==> src/rtl/tlptm_pkg.sv <==
`default_nettype none

package tlptm_pkg;

	// Fixed geometry of the two-level walk.
	localparam int DIR_ENTRIES       = 1024;
	localparam int ENTRIES_PER_TABLE = 1024;
	localparam int DIR_IDX_W         = 10;
	localparam int TBL_IDX_W         = 10;
	localparam int OFS_W             = 12;

	// Request codes.
	localparam logic [1:0] FN_MAP   = 2'd0;
	localparam logic [1:0] FN_UNMAP = 2'd1;
	localparam logic [1:0] FN_XLATE = 2'd2;

	// Result status codes.
	localparam logic [2:0] ST_OK         = 3'd0;
	localparam logic [2:0] ST_BAD_ADDR   = 3'd1;
	localparam logic [2:0] ST_NO_SLOT    = 3'd2;
	localparam logic [2:0] ST_MAPPED     = 3'd3;
	localparam logic [2:0] ST_NOT_MAPPED = 3'd4;

	// Input word.
	typedef struct packed {
		logic [1:0]  func;
		logic [31:0] vaddr;
		logic [31:0] paddr;
		logic [11:0] page_flags;
	} req_word_t;

	// Result word.
	typedef struct packed {
		logic [2:0]  status;
		logic [31:0] phys_out;
	} rsp_word_t;

	// Commands from the controller to the datapath.
	typedef struct packed {
		logic       load_req;
		logic       sweep_inc;
		logic       dir_init_wr;
		logic       pte_rd;
		logic       pte_clr_wr;
		logic       alloc_commit;
		logic       pte_wr_map;
		logic       pte_wr_zero;
		logic       res_valid;
		logic [2:0] res_status;
		logic       res_phys_en;
	} ctl_cmd_t;

	// Status from the datapath to the controller.
	typedef struct packed {
		logic [1:0] func;
		logic       va_zero;
		logic       map_bad;
		logic       dir_present;
		logic       slot_full;
		logic       sweep_last;
		logic       pte_present;
	} dp_stat_t;

endpackage

`default_nettype wire

==> src/rtl/tlptm_ctrl.sv <==
`default_nettype none

module tlptm_ctrl import tlptm_pkg::*; (
	input  wire logic     clk,
	input  wire logic     arst_n,
	input  wire logic     start,
	input  wire dp_stat_t stat,
	output ctl_cmd_t      cmd,
	output logic          busy
);

	localparam logic [2:0] S_INIT  = 3'd0;
	localparam logic [2:0] S_IDLE  = 3'd1;
	localparam logic [2:0] S_DIR   = 3'd2;
	localparam logic [2:0] S_PTE   = 3'd3;
	localparam logic [2:0] S_CLEAR = 3'd4;
	localparam logic [2:0] S_NEW   = 3'd5;

	logic [2:0] state_q;
	logic [2:0] state_d;

	// Next state and datapath commands.
	always_comb begin
		state_d = state_q;
		cmd     = '0;
		unique case (state_q)
			S_INIT: begin
				cmd.dir_init_wr = 1'b1;
				cmd.sweep_inc   = 1'b1;
				if (stat.sweep_last) begin
					state_d = S_IDLE;
				end
			end
			S_IDLE: begin
				if (start) begin
					cmd.load_req = 1'b1;
					state_d      = S_DIR;
				end
			end
			S_DIR: begin
				state_d        = S_IDLE;
				cmd.res_valid  = 1'b1;
				cmd.res_status = ST_BAD_ADDR;
				unique case (stat.func)
					FN_MAP: begin
						priority if (stat.map_bad) begin
							cmd.res_status = ST_BAD_ADDR;
						end else if (stat.dir_present) begin
							cmd.res_valid = 1'b0;
							cmd.pte_rd    = 1'b1;
							state_d       = S_PTE;
						end else if (stat.slot_full) begin
							cmd.res_status = ST_NO_SLOT;
						end else begin
							cmd.res_valid = 1'b0;
							state_d       = S_CLEAR;
						end
					end
					FN_UNMAP, FN_XLATE: begin
						priority if (stat.va_zero) begin
							cmd.res_status = ST_BAD_ADDR;
						end else if (!stat.dir_present) begin
							cmd.res_status = ST_NOT_MAPPED;
						end else begin
							cmd.res_valid = 1'b0;
							cmd.pte_rd    = 1'b1;
							state_d       = S_PTE;
						end
					end
					default: begin
						cmd.res_status = ST_BAD_ADDR;
					end
				endcase
			end
			S_PTE: begin
				state_d       = S_IDLE;
				cmd.res_valid = 1'b1;
				unique case (stat.func)
					FN_MAP: begin
						if (stat.pte_present) begin
							cmd.res_status = ST_MAPPED;
						end else begin
							cmd.res_status = ST_OK;
							cmd.pte_wr_map = 1'b1;
						end
					end
					FN_UNMAP: begin
						if (stat.pte_present) begin
							cmd.res_status  = ST_OK;
							cmd.pte_wr_zero = 1'b1;
						end else begin
							cmd.res_status = ST_NOT_MAPPED;
						end
					end
					default: begin
						if (stat.pte_present) begin
							cmd.res_status  = ST_OK;
							cmd.res_phys_en = 1'b1;
						end else begin
							cmd.res_status = ST_NOT_MAPPED;
						end
					end
				endcase
			end
			S_CLEAR: begin
				cmd.pte_clr_wr = 1'b1;
				cmd.sweep_inc  = 1'b1;
				if (stat.sweep_last) begin
					state_d = S_NEW;
				end
			end
			S_NEW: begin
				cmd.alloc_commit = 1'b1;
				cmd.res_valid    = 1'b1;
				cmd.res_status   = ST_OK;
				state_d          = S_IDLE;
			end
			default: begin
				state_d = S_INIT;
			end
		endcase
	end

	// State register.
	always_ff @(posedge clk or negedge arst_n) begin
		if (!arst_n) begin
			state_q <= S_INIT;
		end else begin
			state_q <= state_d;
		end
	end

	assign busy = (state_q != S_IDLE);

endmodule

`default_nettype wire

==> config.mk <==
export PLATFORM = sky130hd
export DESIGN_NAME = tlptm_ctrl
export DESIGN_NICKNAME = d
export VERILOG_FILES = /design/src/rtl/tlptm_pkg.sv /design/src/rtl/tlptm_ctrl.sv
export SDC_FILE = /design/constraint.sdc
export NUM_CORES = 1
export LEC_CHECK = 0
export BUFFER_PORTS_ARGS = -buffer_cell sky130_fd_sc_hd__buf_2
export CAP_MARGIN = 0
export CORE_AREA = 2 2 39 41
export CTS_BUF_LIST = sky130_fd_sc_hd__clkbuf_4 sky130_fd_sc_hd__clkbuf_8 sky130_fd_sc_hd__clkbuf_16
export DETAILED_ROUTE_END_ITERATION = 7
export DIE_AREA = 0 0 41 43
export GPL_TIMING_DRIVEN = 0
export MAX_ROUTING_LAYER = met4
export PLACE_DENSITY_LB_ADDON = 0.12
export SYNTH_ARGS = -nofsm -noshare
export SYNTH_HDL_FRONTEND = slang
export SYNTH_SLANG_ARGS = --single-unit
==> constraint.sdc <==
create_clock -name clk -period 1 [get_ports clk]
set_input_delay 0.05 -clock clk [delete_from_list [all_inputs] [get_ports clk]]
set_output_delay 0.05 -clock clk [all_outputs]
set_load 0.02 [all_outputs]
==> flow_summary.toml <==
[pwr]
power_density_mw_per_mm2 = 2170
finalPower_mw = 2.14
ir_drop_mv = 1.50
power.leakage_nw = 0.478

[route]
ant_nets = 0
drtIter0Drc = 13
wl_per_cell_um = 12.8
dr.pass1.iters = 4
wirelength_um = 1580
drc_errors = 0
vias = 626
avgViaCountPerCell = 5.05

[synth]
synth_seq_cells = 3
synth-async-reset-ratio_pct = 100
synth_nets = 76
synth-main-ff-cell = "dfrtp_1"
syn_inst = 62
ys_types = 32
syn_avg_cell_area_um2 = 7.00
yosysWarnings = 0
ys_seq_area_share_pct = 17.3
syn_area_um2 = 434
synth-edff-count = 0

[setup_path]
path_max_fanout = 5
required_ps = 950
worst-endpoint-arrival_ps = 1370
startpoint_type = "register"
path_class = "register to output pin"
endpoint_kind = "output pin"

[layout]
nets = 123
fill_cells = 117
diodes = 0
layout_common_cells = "buf_6, buf_4, buf_2"
largest_register_ff_count = 3
layout_commonest_cell = "buf_6"
area_growth_pct = 127
top_register = "state_q"
reg_top3 = "state_q: 3 flops"
fin_util_pct = 71.1
final_layout_size_suffix_gt1_share_pct = 69.4

[sta]
rsz0062_at_grt = "yes"
period_minus_slack_ps = 1420
period_share_pct = 142
fmax_mhz = 704
finalSetupViolCount = 17
relSlewSlack_pct = 72.1
hold_viol = 0
fin_ws_ps = -420
slew_violations = 0
skew_ps = 1.52
tightest_slew_ps = 418

[grt]
grt_pass1_wl_um = 2040
grt_pass1_vias = 478
grt_remaining_overflow = 0
antenna_found_initial = 0
grt_max_degree = 9
grt_usage_pct = 17.0

[place]
place_hpwl_um = 884
io_buffers = 24
gp_congestion = 0.741

[floorplanning]
start_util_pct = 31.4
die_w_um = 41
fp.dieArea_mm2 = 0.00176
num_rows = 14
fp.dieH_um = 43
ios = 25
core_region_area_mm2 = 0.00138

[clock_tree]
htreeDepth = 1
cts_tree = "done"
clock_latency_ps = 230
cts.sinks = 3
clk_path_buf_depth = 2
clkTransAtPathRegs_ps = 40
cts_buffers = 3
clockRootBuffer = "clkbuf_4"

[flow_run]
cap_viol_max_count = 0

[run_status]
status = "finished, violations left"
violations = "setup timing"

[worst_hold_path]
hold_path.class = "input pin to register"
-- repair_timing --
item                                    in CTS  in global routing
resized for setup                           32                 23
setup buffers                                6                 10
endpoints found under the hold margin        3                  0
gates cloned                                 2                  0
endpoints found under the setup margin      17                 17
pin swaps                                   11                  8
hold buffers                                 1                  0
-- cells by family (layout without fill, tap and decap cells) --
kind of cell / count (synthesis) / after routing / share of synthesized area, %
AOI/OAI and AO/OA: 16 / 16 / 25.7
adders and majority gates: 3 / 3 / 8.65
and+or+nand+nor: 31 / 31 / 39.5
buffers and inverters: 9 / 55 / 8.93
DFF: 3 / 3 / 17.3
-- cell type report --
class	count	area [µm²]	area share (%)
multi-input cells	50	454	46.2
repair buffers	42	353	35.9
flip-flops and latches	3	77.6	7.89
clock buffers	4	30.0	3.05
inverters	7	26.3	2.67
plain buffers	2	22.5	2.29
well taps	16	20.0	2.04
-- worst paths after layout --
path	end	from	cells past startpoint	slack (ps)
min in group asynchronous	state_q[0]	arst_n	2	140
max in group asynchronous	state_q[2]	arst_n	2	740
min reg2reg	state_q[0]	state_q[2]	3	640
min	state_q[1]	start	3	120
max reg2reg	state_q[1]	state_q[1]	6	-270
max	cmd[9]	state_q[1]	6	-420
-- Yosys cell counts (2+ instances only) --
| cell | instances | area [µm²] |
|---|---|---|
| nor2_1 | 9 | 33.8 |
| inv_1 | 7 | 26.3 |
| nand2_1 | 4 | 15.0 |
| dfrtp_1 | 3 | 75.1 |
| ha_1 | 3 | 37.5 |
| nor3_1 | 3 | 15.0 |
| a21boi_0 | 2 | 15.0 |
| a21oi_1 | 2 | 10.0 |
| and2b_1 | 2 | 15.0 |
| nand2b_1 | 2 | 12.5 |
| nand3_1 | 2 | 10.0 |
| nor3b_1 | 2 | 15.0 |
| o21ai_0 | 2 | 10.0 |
-- power breakdown --
part	leakage [nW]	total [mW]	switching, mW	internal [mW]
Clock	0.0184	0.241	0.0644	0.177
Sequential	0.0362	0.215	0.0531	0.162
Combinational	0.423	1.68	0.762	0.921
-- metrics by stage --
step	worst slack (ps)	instances	hold slack [ps]	cell area [µm²]	setup TNS, ps
2_1_floorplan	-108	62	-246	485	-771
6_report	-420	124	120	983	-5050
5_1_grt	-457	124	139	983	-5880
4_1_cts	-384	115	108	816	-4450
3_5_place_dp	-259	102	-155	626	-1950
3_3_place_gp	-279	102	-154	626	-1960
-- routing by layer --
layer  GRT usage, %  vias up  wire length [µm]
met4           8.00        0                22
li1               -      309                 -
met2           25.3       22               806
met5              -        -                 0
met3              0        2                77
met1           23.2      293               676
-- worst max-delay path: stages (launching register included) --
cell     delay, ps
dfrtp_1        390
buf_6          140
and2b_2        220
buf_6          120
nand3_4         80
nor2_4          40
buf_6          140
(Power assumes the default switching activity.)
